[src/hw/rtl/aabbat_pkg.sv]
// Shared widths, types and register indexes of the box transform pipeline.
// Used by every module of the block; depends on nothing.
package aabbat_pkg;

  localparam int COORD_W    = 24;
  localparam int ROT_W      = 16;
  localparam int SCALE_W    = 16;
  localparam int CFG_DATA_W = 48;
  localparam int CFG_IDX_W  = 3;
  localparam int FRAC_SHIFT = 23;
  localparam int COORD_MAX  = 8388607;
  localparam int COORD_MIN  = -8388608;

  localparam int HALF_W = COORD_W + 1;
  localparam int SC_W   = HALF_W + SCALE_W + 1;
  localparam int PROD_W = SC_W + ROT_W + 1;
  localparam int ACC_W  = PROD_W + 2;
  localparam int SUM_W  = ACC_W + 1;

  localparam logic [CFG_IDX_W-1:0] REG_ROT_ROW_0   = 3'd0;
  localparam logic [CFG_IDX_W-1:0] REG_ROT_ROW_1   = 3'd1;
  localparam logic [CFG_IDX_W-1:0] REG_ROT_ROW_2   = 3'd2;
  localparam logic [CFG_IDX_W-1:0] REG_TRANSLATE_X = 3'd3;
  localparam logic [CFG_IDX_W-1:0] REG_TRANSLATE_Y = 3'd4;
  localparam logic [CFG_IDX_W-1:0] REG_TRANSLATE_Z = 3'd5;
  localparam logic [CFG_IDX_W-1:0] REG_SCALE       = 3'd6;

  typedef logic signed [COORD_W-1:0] coord_t;
  typedef logic signed [HALF_W-1:0]  half_t;
  typedef logic signed [SC_W-1:0]    sc_t;
  typedef logic signed [PROD_W-1:0]  prod_t;
  typedef logic signed [ACC_W-1:0]   acc_t;
  typedef logic signed [SUM_W-1:0]   sum_t;

  localparam sum_t ROUND_BIAS = sum_t'(1) <<< (FRAC_SHIFT - 1);

  typedef struct packed {
    logic [2:0][CFG_DATA_W-1:0] rot_row;
    logic [2:0][COORD_W-1:0]    trans;
    logic [SCALE_W-1:0]         scale;
  } cfg_t;

endpackage

[src/hw/rtl/aabbat_finish.sv]
// Stages five and six: corner sums with rounding bias, then rounding shift,
// the extra LSB on the maximum corner and saturation. Depends on aabbat_pkg.
module aabbat_finish (
  input  logic                    clk_i,
  input  logic                    rst_ni,
  input  logic                    in_valid_i,
  output logic                    in_ready_o,
  input  aabbat_pkg::acc_t        acc_c_i [3],
  input  aabbat_pkg::acc_t        acc_e_i [3],
  output logic                    out_valid_o,
  input  logic                    out_ready_i,
  output aabbat_pkg::coord_t      lo_o [3],
  output aabbat_pkg::coord_t      hi_o [3]
);

  logic v5_q, v6_q;
  logic en5, en6;
  aabbat_pkg::sum_t   lo_sum_q [3];
  aabbat_pkg::sum_t   hi_sum_q [3];
  aabbat_pkg::coord_t lo_q [3];
  aabbat_pkg::coord_t hi_q [3];

  function automatic aabbat_pkg::coord_t sat_coord(aabbat_pkg::sum_t v);
    aabbat_pkg::coord_t r;
    if (v > aabbat_pkg::sum_t'(aabbat_pkg::COORD_MAX)) begin
      r = aabbat_pkg::coord_t'(aabbat_pkg::COORD_MAX);
    end else if (v < aabbat_pkg::sum_t'(aabbat_pkg::COORD_MIN)) begin
      r = aabbat_pkg::coord_t'(aabbat_pkg::COORD_MIN);
    end else begin
      r = v[aabbat_pkg::COORD_W-1:0];
    end
    return r;
  endfunction

  assign en6        = !v6_q || out_ready_i;
  assign en5        = !v5_q || en6;
  assign in_ready_o = en5;

  always_ff @(posedge clk_i or negedge rst_ni) begin
    if (!rst_ni) begin
      v5_q <= 1'b0;
      v6_q <= 1'b0;
    end else begin
      if (en5) begin
        v5_q <= in_valid_i;
      end
      if (en6) begin
        v6_q <= v5_q;
      end
    end
  end

  always_ff @(posedge clk_i) begin
    for (int i = 0; i < 3; i++) begin
      if (en5) begin
        lo_sum_q[i] <= aabbat_pkg::sum_t'(acc_c_i[i]) - aabbat_pkg::sum_t'(acc_e_i[i])
                       + aabbat_pkg::ROUND_BIAS;
        hi_sum_q[i] <= aabbat_pkg::sum_t'(acc_c_i[i]) + aabbat_pkg::sum_t'(acc_e_i[i])
                       + aabbat_pkg::ROUND_BIAS;
      end
      if (en6) begin
        lo_q[i] <= sat_coord(lo_sum_q[i] >>> aabbat_pkg::FRAC_SHIFT);
        hi_q[i] <= sat_coord((hi_sum_q[i] >>> aabbat_pkg::FRAC_SHIFT) + aabbat_pkg::sum_t'(1));
      end
    end
  end

  assign out_valid_o = v6_q;
  assign lo_o        = lo_q;
  assign hi_o        = hi_q;

endmodule

[config.mk]
export PLATFORM = sky130hd
export DESIGN_NAME = aabbat_finish
export DESIGN_NICKNAME = d
export VERILOG_FILES = /design/src/hw/rtl/aabbat_pkg.sv /design/src/hw/rtl/aabbat_finish.sv
export SDC_FILE = /design/constraint.sdc
export NUM_CORES = 1
export LEC_CHECK = 0
export ABC_AREA = 1
export BUFFER_PORTS_ARGS = -buffer_cell sky130_fd_sc_hd__buf_4
export CAP_MARGIN = 20
export CORE_AREA = 2 2 300 302
export DETAILED_ROUTE_END_ITERATION = 16
export DIE_AREA = 0 0 302 304
export HOLD_SLACK_MARGIN = 0.03
export PLACE_DENSITY = 0.81
export SLEW_MARGIN = 25
export SYNTH_ARGS = -nofsm -noshare
export SYNTH_HDL_FRONTEND = slang
export SYNTH_SLANG_ARGS = --single-unit
[constraint.sdc]
create_clock -name clk_i -period 27.5 [get_ports clk_i]
set_input_delay 5.5 -clock clk_i [delete_from_list [all_inputs] [get_ports clk_i]]
set_output_delay 5.5 -clock clk_i [all_outputs]
set_load 0.01 [all_outputs]
* Word level (Yosys, flattened, before mapping)
Memory sizes are Yosys's and may differ from the RTL's.
Cells that the tools add are included.
** Cells by class
- $add $sub $neg :: 15
- Magnitude comparators :: 12
- Multiplexer cells :: 8
- Reduce and logical (&&, ||, !) cells :: 4
** Operators with widths (count)
- 62-bit by 24-bit adder with 62-bit output (second input constant) :: 6
- 61-bit by 61-bit adder with 62-bit output :: 3
- 61-bit by 61-bit subtractor with 62-bit output :: 3
- 24-bit 2-to-1 mux :: 6
- 39-bit by 2-bit adder with 40-bit output (second input constant) :: 3
- 40-bit by 24-bit > comparator with 1-bit output (second input constant) :: 3
- 40-bit by 24-bit less-than comparator with 1-bit output (second input constant) :: 3
- 39-bit by 24-bit > comparator with 1-bit output (second input constant) :: 3
- 39-bit by 24-bit less-than comparator with 1-bit output (second input constant) :: 3
- 1-bit zero test :: 2
- 1-bit logical OR :: 2
- 1-bit 2-to-1 mux :: 2
** Word-level totals
- Flip-flop bits (word level) :: 146
- Bits in writable memories :: 372
- Output and inout port bits :: 146
- Memories :: 2
** Memories
- hi_sum_q :: depth 3, width 62, rd ports 3, clocked after Yosys merged registers in 0, write ports 3, RTL line aabbat_finish.sv:19 : aabbat_pkg::sum_t hi_sum_q [3];
- lo_sum_q :: depth 3, width 62, rd ports 3, clocked after Yosys merged registers in 0, write ports 3, RTL line aabbat_finish.sv:18 : aabbat_pkg::sum_t lo_sum_q [3];

* Longest topological paths before layout
Gate-level depths: netlist (run 1).
- Word-level depth :: 5
- Gate-level depth with buffers :: 18

* Worst setup path after synthesis (run 1)
Ideal clock, no wire load.
- Kind :: in2out
- Start :: in out_ready_i
- End :: out in_ready_o
- Arrival time :: 10.930 ns
- Slack :: 11.070 ns
- Stages :: 2
- Buffers on the path :: 0
- Path through :: inv_1 > nand3_1
** Between the ends
- Longest elaborated chain between the ends :: 2
** RTL lines
- start: declaration :: RTL line aabbat_finish.sv:11 : input logic out_ready_i,
- 1-bit logical OR :: RTL line aabbat_finish.sv:35 : assign en6 = !v6_q || out_ready_i;
- 1-bit logical OR :: RTL line aabbat_finish.sv:36 : assign en5 = !v5_q || en6;
- end: declaration :: RTL line aabbat_finish.sv:7 : output logic in_ready_o,
Every way passes these cells.

* Final worst setup path (run 1)
Same ends and word-level chain as after synthesis.

==> results of run 1 <==
## cell families (layout without fill, tap and decap cells)
logic type / count (synthesis) / after routing / share of synthesized area
compound gates: 1082 / 1082 / 0.126
other cells: 0 / 5 / 0
simple gates: 3645 / 3645 / 0.307
flops: 380 / 380 / 0.235
buf+inv: 1390 / 1965 / 0.110
fa+ha+maj: 720 / 720 / 0.186
xor+xnor: 198 / 198 / 0.0358
## metrics by stage
stage	util	area, um2	worst slack, ns
CTS	0.619	55200	15.65
global route	0.620	55200	15.61
floorplan	-	48400	11.07
finish	0.620	55200	15.63
detailed placement	0.602	53700	15.65
global placement	0.602	53700	15.70
## tightest hold or removal path, delay by kind of cell, from the launching register on
family / cells / cell delay (ns)
flip-flops: 1 / 0.32
AND/OR/NAND/NOR: 2 / 0.11
## synth_stat cells, drive strengths merged (3+ instances only)
cell / instances
a21o: 64
edfxtp: 378
buf: 16
o211ai: 10
xnor2: 47
and3: 7
o31ai: 3
o2111ai: 6
o21ai: 344
xor2: 151
a31oi: 64
or2: 3
nor3: 73
nand3b: 41
nor2: 1099
a211oi: 3
o21bai: 67
clkbuf: 13
a41o: 3
nor4: 39
o21a: 42
inv: 1361
nand2: 1941
ha: 720
a21oi: 447
nand4: 89
a21boi: 26
nand3: 350
## cells in the final DEF, fill, tap and decap left out, types with 5 or more instances in the layout
cell and count:
sky130_fd_sc_hd__clkbuf_16 44, sky130_fd_sc_hd__nor4_1 38, sky130_fd_sc_hd__nand2_1 1928, sky130_fd_sc_hd__nor2_1 1073, sky130_fd_sc_hd__nand2_2 11, sky130_fd_sc_hd__nand4_1 89, sky130_fd_sc_hd__a21oi_1 447, sky130_fd_sc_hd__and3_1 7
sky130_fd_sc_hd__edfxtp_1 378, sky130_fd_sc_hd__a31oi_1 64, sky130_fd_sc_hd__clkinv_1 7, sky130_fd_sc_hd__o21bai_1 67, sky130_fd_sc_hd__inv_1 1357, sky130_fd_sc_hd__o2111ai_1 6, sky130_fd_sc_hd__nand3b_1 41, sky130_fd_sc_hd__diode_2 5
sky130_fd_sc_hd__xor2_1 151, sky130_fd_sc_hd__ha_1 720, sky130_fd_sc_hd__bufinv_16 5, sky130_fd_sc_hd__nor2_4 10, sky130_fd_sc_hd__xnor2_1 47, sky130_fd_sc_hd__clkinv_2 7, sky130_fd_sc_hd__a21boi_0 26, sky130_fd_sc_hd__o21a_1 42
sky130_fd_sc_hd__nand3_1 345, sky130_fd_sc_hd__o211ai_1 10, sky130_fd_sc_hd__nor2_2 16, sky130_fd_sc_hd__nor3_1 73, sky130_fd_sc_hd__a21o_1 64, sky130_fd_sc_hd__o21ai_0 344, sky130_fd_sc_hd__buf_4 521
## final cells by class
type / count / area, um2 / area share
inverter: 1361 / 5110 / 0.0926
tap: 1176 / 1470 / 0.0267
antenna: 5 / 12.5 / 0.000227
clock inverter: 35 / 400 / 0.00726
sequential: 380 / 11400 / 0.207
multi-input combinational: 5645 / 31800 / 0.575
clock buffer: 47 / 1110 / 0.0202
timing repair buffer: 522 / 3920 / 0.0711
## worst max-delay path by stage
stage,end,slack (ns),cells after the start
2_1_floorplan,in_ready_o,11.07,2
3_3_place_gp,in_ready_o,15.70,4
3_5_place_dp,in_ready_o,15.65,4
4_1_cts,in_ready_o,15.65,4
5_1_grt,in_ready_o,15.61,4
6_report,in_ready_o,15.63,4
## metal layers
layer  track usage  vias to the layer above  part of all wire
li1              -                    25000                 -
met1         0.489                    23500              0.39
met5             0                        -           0.00040
met4         0.235                       12             0.068
met2         0.672                     2577              0.45
met3        0.0837                      626             0.091
## registers in the layout (all words and copies together) (netlist names)
| signal | flops |
|---|---|
| v5_q | 1 |
| lo_o | 72 |
| hi_o | 72 |
| hi_sum_q | 117 |
| out_valid_o | 1 |
| lo_sum_q | 117 |
## power by group through the flow
stage,Clock [W],Combinational (W),Sequential (W)
finish,0.000624,0.00125,0.000912
global route,0.000647,0.00135,0.000923
CTS,0.000627,0.00122,0.000909
detailed placement,0,0.00121,0.000919
global placement,0,0.00119,0.000914
floorplan,0,0.000735,0.000912
==> metrics.log, run 1 <==
INFO  metric place.detailed.instances = 9,084
INFO  metric r2r_setup_slack = 24.28 ns
INFO  metric max_freq = 84.2 MHz
INFO  metric leakagePower = 28.1 nW
INFO  metric report.power.total = 0.00278 W
INFO  metric tightest_slew = 0.969 ns
INFO  metric seq_area_frac_synth = 0.235
INFO  metric pwr-share-seq = 0.328
INFO  metric drtPass1Iterations = 7
INFO  metric cts_hold_repair.buffers = 0
INFO  metric cts_buffers = 44
INFO  metric floorplan.initialDensity = 0.544
INFO  metric chipWidth = 302 um
INFO  metric hold_path.startpoint = lo_sum_q[0][45]$_DFFE_PP_
INFO  metric async_flop_share = 0.00526
INFO  metric cp-end-kind = output pin
INFO  metric syn_inst = 7,415
INFO  metric setup-tns-final = 0 ns
INFO  metric crit_fanout = 17
INFO  metric timing.critical_path.max_delay_family = buffers and inverters
INFO  metric detailedRoute.firstIterationViolations = 4,818
INFO  metric crit_path_top_delay_cell = sky130_fd_sc_hd__nand3_4
INFO  metric fin_crit_sh = 0.432
INFO  metric layout.filler_cells = 8,473
INFO  metric clkLatencyLatePin = 0.65 ns
INFO  metric cts_root_buf = sky130_fd_sc_hd__clkbuf_16
INFO  metric unrepaired_setup_endpoints_after_global_routing = no
INFO  metric i_o_pins = 516
INFO  metric final_net_count = 9,044
INFO  metric final_cell_count_no_fill = 9,171
INFO  metric drive_gt1_frac = 0.0810
INFO  metric syn_area = 48,400 um2
INFO  metric critical_path.cell_chain = buf_4 -> inv_1 -> nand3_4 -> buf_4
INFO  metric grt_use_total = 0.407
INFO  metric timing_hold_violations_final = 0
INFO  metric number_of_global_route_vias_before_repair = 50.4k
INFO  metric core_area = 89,000 um2
INFO  metric power.ir.vdd_worst = 55.1 uV
INFO  metric worst_hold_path.endpoint = lo_o[70]$_SDFFCE_PN1P_
INFO  metric report.final.slew_viol_count = 0
INFO  metric num_rows = 110
INFO  metric h-tree-depth = 2
INFO  metric cp.arrival = 6.37 ns
INFO  metric detail_route.wl_per_cell = 20.9 um
INFO  metric worst_setup_path_start_kind = primary input
INFO  metric clock_tree_from_tritoncts = done
INFO  metric power_switching_share = 0.431
INFO  metric routed_via_density = 5.65
INFO  metric synth-edff-count = 378
INFO  metric antenna_found_initial = 13
INFO  metric total_of_buffers_placed_on_input_and_output_ports = 515
INFO  metric synth_flop_cell = sky130_fd_sc_hd__edfxtp_1
INFO  metric post_route_drc_violation_count = 0
INFO  metric cts.path.max_buffers = 3
INFO  metric period_minus_slack = 11.87 ns
INFO  metric power_switching = 0.00120 W
INFO  metric r2r_cells = 3
INFO  metric max_slew_margin = 0.354
INFO  metric first_pass_grt_wire_length = 285,000 um
INFO  metric outcome = complete, no violations
INFO  metric clk_pin_slew_worst_paths = 0.06 ns
INFO  metric postSynthAreaPerCell = 6.53 um2
INFO  metric clock_sinks = 380
INFO  metric reg_to_reg_critical_path_endpoint = lo_sum_q[0][90]$_DFFE_PP_
INFO  metric synth_seq_cells = 380
INFO  metric pwr-share-clk = 0.224
INFO  metric critical_setup_path_kind = primary input to output pin
INFO  metric area_delta_synth_final = 13.9%
INFO  metric critical_path.max_stage_delay = 0.28 ns
INFO  metric final_wirelength = 191,000 um
INFO  metric min-delay-path-class = flop to flop
INFO  metric finalClockSkew = 0.0345 ns
INFO  metric drtAntennaViolNets = 0
INFO  metric internal-power = 0.00158 W
INFO  metric p_per_area = 50.4 nW/um2
INFO  metric ys.warnings.count = 0
INFO  metric crit_top_cell = sky130_fd_sc_hd__buf_4
INFO  metric post-cts-setup-buffers = 0
INFO  metric syn-num-nets = 8,505
INFO  metric crit_start = out_ready_i
INFO  metric cts.repair.resized = 0
INFO  metric dr_total_vias = 51.8k
INFO  metric overflow = 0
INFO  metric path_buf_inv = 3
INFO  metric grt_start_max_net_pins = 84
INFO  metric die-area = 91,800 um2
INFO  metric setup_violations = 0
INFO  metric p_comb_frac = 0.448
INFO  metric worstHoldPathCells = 2
INFO  metric netlist.top_cell.by_area = sky130_fd_sc_hd__edfxtp_1
INFO  metric place_congestion = 1.18
INFO  metric critical_path_required = 22.00 ns
INFO  metric netlist_top_cells_area = sky130_fd_sc_hd__edfxtp_1, sky130_fd_sc_hd__ha_1, sky130_fd_sc_hd__nand2_1
INFO  metric fp.dieH = 304 um
INFO  metric synth_top_area_share = 0.234
INFO  metric hold_ws = 0.538 ns
INFO  metric detailed_place_hpwl = 166,000 um
INFO  metric synth.lib_cells_used.distinct = 42
INFO  metric timing.max_cap.violations = 0
INFO  metric crit-reg2reg-launch = out_valid_o$_DFFE_PN0P_
Note: power is estimated with default switching activity, not from simulation.
==> inputs of run 2 (changes only) <==
--- a/config.mk
+++ b/config.mk
@@ -5,14 +5,14 @@
 export SDC_FILE = /design/constraint.sdc
 export NUM_CORES = 1
 export LEC_CHECK = 0
-export ABC_AREA = 1
+export ABC_AREA = 0
 export BUFFER_PORTS_ARGS = -buffer_cell sky130_fd_sc_hd__buf_4
 export CAP_MARGIN = 20
-export CORE_AREA = 2 2 300 302
+export CORE_AREA = 2 2 264 266
 export DETAILED_ROUTE_END_ITERATION = 16
-export DIE_AREA = 0 0 302 304
+export DIE_AREA = 0 0 266 268
 export HOLD_SLACK_MARGIN = 0.03
-export PLACE_DENSITY = 0.81
+export PLACE_DENSITY = 0.84
 export SLEW_MARGIN = 25
 export SYNTH_ARGS = -nofsm -noshare
 export SYNTH_HDL_FRONTEND = slang
==> constraint.sdc (replaced) <==
create_clock -name clk_i -period 10.9 [get_ports clk_i]
set_input_delay 2.18 -clock clk_i [delete_from_list [all_inputs] [get_ports clk_i]]
set_output_delay 2.18 -clock clk_i [all_outputs]
set_load 0.01 [all_outputs]
==> run 2 against run 1 <==
Worst hold slack lost 0.024 ns. Sequential share of layout area grew 5.8 points. Power grew 120%. Synthesized cell count shrank 48%. Combinational power grew 77%. Non-clock buffer count grew 7. Design area shrank 22%. Highest routed layer is now met4. Critical path depth grew 10. Sequential cell count is the same. Critical endpoint is now lo_sum_q[0][184]$_DFFE_PP_. Synthesized area shrank 24%.
==> metrics.log, run 2 <==
INFO  metric synth_xor_xnor_area_share = 0.0712 (was 0.0358)
INFO  metric antenna_found_initial = 6 (was 13)
INFO  metric layout_common_cells = sky130_fd_sc_hd__ha_1, sky130_fd_sc_hd__buf_4, sky130_fd_sc_hd__inv_1 (was sky130_fd_sc_hd__nand2_1, sky130_fd_sc_hd__inv_1, sky130_fd_sc_hd__nor2_1)
INFO  metric power.ir.vdd_worst = 144 uV (was 55.1 uV)
INFO  metric h-tree-depth = 2 (unchanged)
INFO  metric netlist.top_cell.by_area = sky130_fd_sc_hd__edfxtp_1 (unchanged)
INFO  metric critical_path_required = 11.25 ns (was 22.00 ns)
INFO  metric timing_hold_violations_final = 0 (unchanged)
INFO  metric period_minus_slack = 5.75 ns
INFO  metric floorplan.initialDensity = 0.537 (was 0.544)
INFO  metric num_rows = 96 (was 110)
INFO  metric dr_total_vias = 30.9k (was 51.8k)
INFO  metric fp.dieH = 268 um (was 304 um)
INFO  metric leakagePower = 21.5 nW (was 28.1 nW)
INFO  metric setup_violations = 0 (unchanged)
INFO  metric final_net_count = 5,455 (was 9,044)
INFO  metric ys.warnings.count = 0 (unchanged)
INFO  metric synthMostInstantiatedCell = sky130_fd_sc_hd__ha_1 (was sky130_fd_sc_hd__nand2_1)
INFO  metric crit_top_cell = sky130_fd_sc_hd__ha_1 (was sky130_fd_sc_hd__buf_4)
INFO  metric synth_seq_cells = 380 (unchanged)
INFO  metric die-area = 71,300 um2 (was 91,800 um2)
INFO  metric layout.filler_cells = 5,536 (was 8,473)
INFO  metric setup-tns-final = 0 ns (unchanged)
INFO  metric max_slew_margin = 0.264 (was 0.354)
INFO  metric report.power.total = 0.00615 W (was 0.00278 W)
INFO  metric cp-end-kind = flop (was output pin)
INFO  metric total_of_buffers_placed_on_input_and_output_ports = 515 (unchanged)
INFO  metric registers_with_the_most_flip_flops = hi_sum_q x117, lo_sum_q x117 (unchanged)
INFO  metric number_of_global_route_vias_before_repair = 30.2k (was 50.4k)
INFO  metric place.detailed.instances = 5,201 (was 9,084)
INFO  metric grt_use_total = 0.262 (was 0.407)
INFO  metric overflow = 0 (unchanged)
INFO  metric drtAntennaViolNets = 0 (unchanged)
INFO  metric cts.path.max_buffers = 3 (unchanged)
INFO  metric cp.arrival = 6.10 ns (was 6.37 ns)
INFO  metric synth_compound_area_frac = 0.195 (was 0.126)
INFO  metric detail_route.wl_per_cell = 18.5 um (was 20.9 um)
INFO  metric synth-edff-count = 378 (unchanged)
INFO  metric area_delta_synth_final = 17.5% (was 13.9%)
INFO  metric fin_crit_sh = 0.527
INFO  metric core_area = 68,200 um2 (was 89,000 um2)
INFO  metric max_freq = 174 MHz
INFO  metric first_pass_grt_wire_length = 151,000 um (was 285,000 um)
INFO  metric clk_pin_slew_worst_paths = 0.06 ns (about the same)
INFO  metric clock_tree_from_tritoncts = done (unchanged)
INFO  metric layout_commonest_cell = sky130_fd_sc_hd__ha_1 (was sky130_fd_sc_hd__nand2_1)
INFO  metric synth_top_area_share = 0.310 (was 0.234)
INFO  metric place_ws = 4.70 ns (was 15.65 ns)
INFO  metric cts_root_buf = sky130_fd_sc_hd__clkbuf_16 (unchanged)
INFO  metric grt_start_max_net_pins = 163 (was 84)
INFO  metric place_congestion = 0.956 (was 1.18)
INFO  metric detailedRoute.firstIterationViolations = 2,298 (was 4,818)
INFO  metric final_cell_count_no_fill = 5,288 (was 9,171)
INFO  metric post-cts-setup-buffers = 0 (unchanged)
INFO  metric min-delay-path-class = flop to flop (unchanged)
INFO  metric seq_area_frac_synth = 0.311 (was 0.235)
INFO  metric synth_flop_cell = sky130_fd_sc_hd__edfxtp_1 (unchanged)
INFO  metric synth_top_family_by_area = adder cells (was simple AND/OR/NAND/NOR gates)
INFO  metric report.final.slew_viol_count = 0 (unchanged)
INFO  metric post_route_drc_violation_count = 0 (unchanged)
INFO  metric timing.max_cap.violations = 0 (unchanged)
INFO  metric final.setup.worst_slack = 5.15 ns (was 15.63 ns)
INFO  metric post_synth_fa_ha_maj_area_fraction = 0.246 (was 0.186)
INFO  metric detailed_place_hpwl = 79,300 um (was 166,000 um)
INFO  metric postSynthAreaPerCell = 9.49 um2 (was 6.53 um2)
INFO  metric routed_via_density = 5.85 (was 5.65)
INFO  metric drtPass1Iterations = 6 (was 7)
INFO  metric cts_buffers = 44 (unchanged)
INFO  metric final_wirelength = 97,900 um (was 191,000 um)
INFO  metric tightest_slew = 1.10 ns (was 0.969 ns)
INFO  metric syn_area = 36,700 um2 (was 48,400 um2)
INFO  metric critical_path.cell_chain = buf_4 -> ha_1 -> ha_1 -> a21oi_1 -> o21ai_0 -> a2111oi_2 -> nand3_1 -> o21ai_1 -> o41ai_2 -> a41oi_2 -> o21a_1 -> o221ai_1 -> a221oi_2 -> xnor2_1 (was buf_4 -> inv_1 -> nand3_4 -> buf_4)
INFO  metric critical_setup_path_kind = primary input to flop (was primary input to output pin)
INFO  metric synth.lib_cells_used.distinct = 94 (was 42)
INFO  metric crit_fanout = 5 (was 17)
INFO  metric yosys-mux-area-fraction = 0.00174 (was 0)
INFO  metric netlist_top_cells_area = sky130_fd_sc_hd__edfxtp_1, sky130_fd_sc_hd__ha_1, sky130_fd_sc_hd__a21o_1 (was sky130_fd_sc_hd__edfxtp_1, sky130_fd_sc_hd__ha_1, sky130_fd_sc_hd__nand2_1)
INFO  metric clock_sinks = 380 (unchanged)
INFO  metric synth_simple_gate_area_frac = 0.122 (was 0.307)
INFO  metric crit_path_top_delay_cell = sky130_fd_sc_hd__o21ai_1 (was sky130_fd_sc_hd__nand3_4)
INFO  metric p_per_area = 143 nW/um2 (was 50.4 nW/um2)
INFO  metric multi_input_comb_area = 23,400 um2 (was 31,800 um2)
INFO  metric unrepaired_setup_endpoints_after_global_routing = no (unchanged)
INFO  metric cts_hold_repair.buffers = 0 (unchanged)
INFO  metric syn_inst = 3,862 (was 7,415)
INFO  metric chipWidth = 266 um (was 302 um)
INFO  metric finalClockSkew = 0.0458 ns (was 0.0345 ns)
INFO  metric layout.area.seq = 11,400 um2 (unchanged)
INFO  metric cts.repair.resized = 0 (unchanged)
INFO  metric synth_commonest_cells = sky130_fd_sc_hd__ha_1, sky130_fd_sc_hd__inv_1, sky130_fd_sc_hd__edfxtp_1, sky130_fd_sc_hd__a21oi_1, sky130_fd_sc_hd__a21o_1 (was sky130_fd_sc_hd__nand2_1, sky130_fd_sc_hd__inv_1, sky130_fd_sc_hd__nor2_1, sky130_fd_sc_hd__ha_1, sky130_fd_sc_hd__a21oi_1)
INFO  metric critical_path.max_stage_delay = 0.60 ns (was 0.28 ns)
INFO  metric drive_gt1_frac = 0.152 (was 0.0810)
INFO  metric outcome = complete, no violations (unchanged)
INFO  metric worst_setup_path_start_kind = primary input (unchanged)
INFO  metric syn-num-nets = 4,952 (was 8,505)
INFO  metric async_flop_share = 0.00526 (unchanged)
INFO  metric i_o_pins = 516 (unchanged)
INFO  metric clkLatencyLatePin = 0.61 ns (was 0.65 ns)
==> run 2: changes by cell type in the layout (fill, tap and decap cells not counted), sizes merged, moves of 43 or more <==
cell,before,now
a21oi,447,294
nand2,1941,197
inv,1368,445
o21ai,344,238
xnor2,47,156
nor2,1099,171
a21o,64,282
and3,7,50
nand3,350,101
nor2b,0,49
==> run 2: worst max-delay path: cells and delay by family <==
kind,cells,cell delay [ns]
buffers and inverters,1,0.12
and+or+nand+nor,1,0.11
AOI/OAI and AO/OA,9,2.90
adders and majority gates,2,0.68
xor gates and xnor gates,1,0.09
==> run 2: through the flow <==
| stage | area, um2 | hold WS [ns] | util |
|---|---|---|---|
| 5_1_grt | 43100 | 0.534 | 0.632 |
| 4_1_cts | 43100 | 0.498 | 0.631 |
| 3_5_place_dp | 41500 | 0.477 | 0.608 |
| 6_report | 43100 | 0.514 | 0.632 |
| 2_1_floorplan | 36700 | 0.435 | - |
| 3_3_place_gp | 41500 | 0.474 | 0.608 |
==> run 2: logic make-up after synthesis <==
group	Yosys count
compound gates	1088
xor+xnor	298
fa+ha+maj	720
buf+inv	514
flops	380
mux	6
simple gates	856
==> run 2: final timing paths <==
kind	from	endpoint	slack, ns	cells past startpoint
setup / recovery	acc_c_i[32]	lo_sum_q[0][184]$_DFFE_PP_	5.15	14
hold / removal	v5_q$_DFFE_PN0P_	out_valid_o$_DFFE_PN0P_	0.51	1
setup reg to reg	hi_sum_q[0][85]$_DFFE_PP_	hi_o[40]$_SDFFCE_PN1P_	6.94	10
hold reg to reg	v5_q$_DFFE_PN0P_	out_valid_o$_DFFE_PN0P_	0.51	1
max in group asynchronous	rst_ni	out_valid_o$_DFFE_PN0P_	9.46	1
min in group asynchronous	rst_ni	v5_q$_DFFE_PN0P_	1.35	1
==> run 2: power by group <==
group | total, W | internal, W | switching (W) | leakage [nW]
Clock | 0.00160 | 0.000945 | 0.000654 | 0.744
Combinational | 0.00221 | 0.000973 | 0.00123 | 16.9
Sequential | 0.00234 | 0.00210 | 0.000245 | 3.84
Total | 0.00615 | 0.00402 | 0.00213 | 21.5
==> run 2: area by class of cell <==
cell class / instances / area share
Multi-Input combinational cell: 2968 / 0.542
Sequential cell: 380 / 0.265
Timing Repair Buffer: 529 / 0.0925
Inverter: 442 / 0.0385
Clock buffer: 51 / 0.0262
Tap cell: 882 / 0.0256
Clock inverter: 30 / 0.00990
Antenna cell: 6 / 0.000348
==> run 2: layer usage <==
| metal | wire length (um) | global-route usage |
|---|---|---|
| met5 | 0 | 0 |
| met4 | 3110 | 0.0878 |
| met3 | 7000 | 0.0472 |
| met2 | 47900 | 0.468 |
| met1 | 39900 | 0.319 |
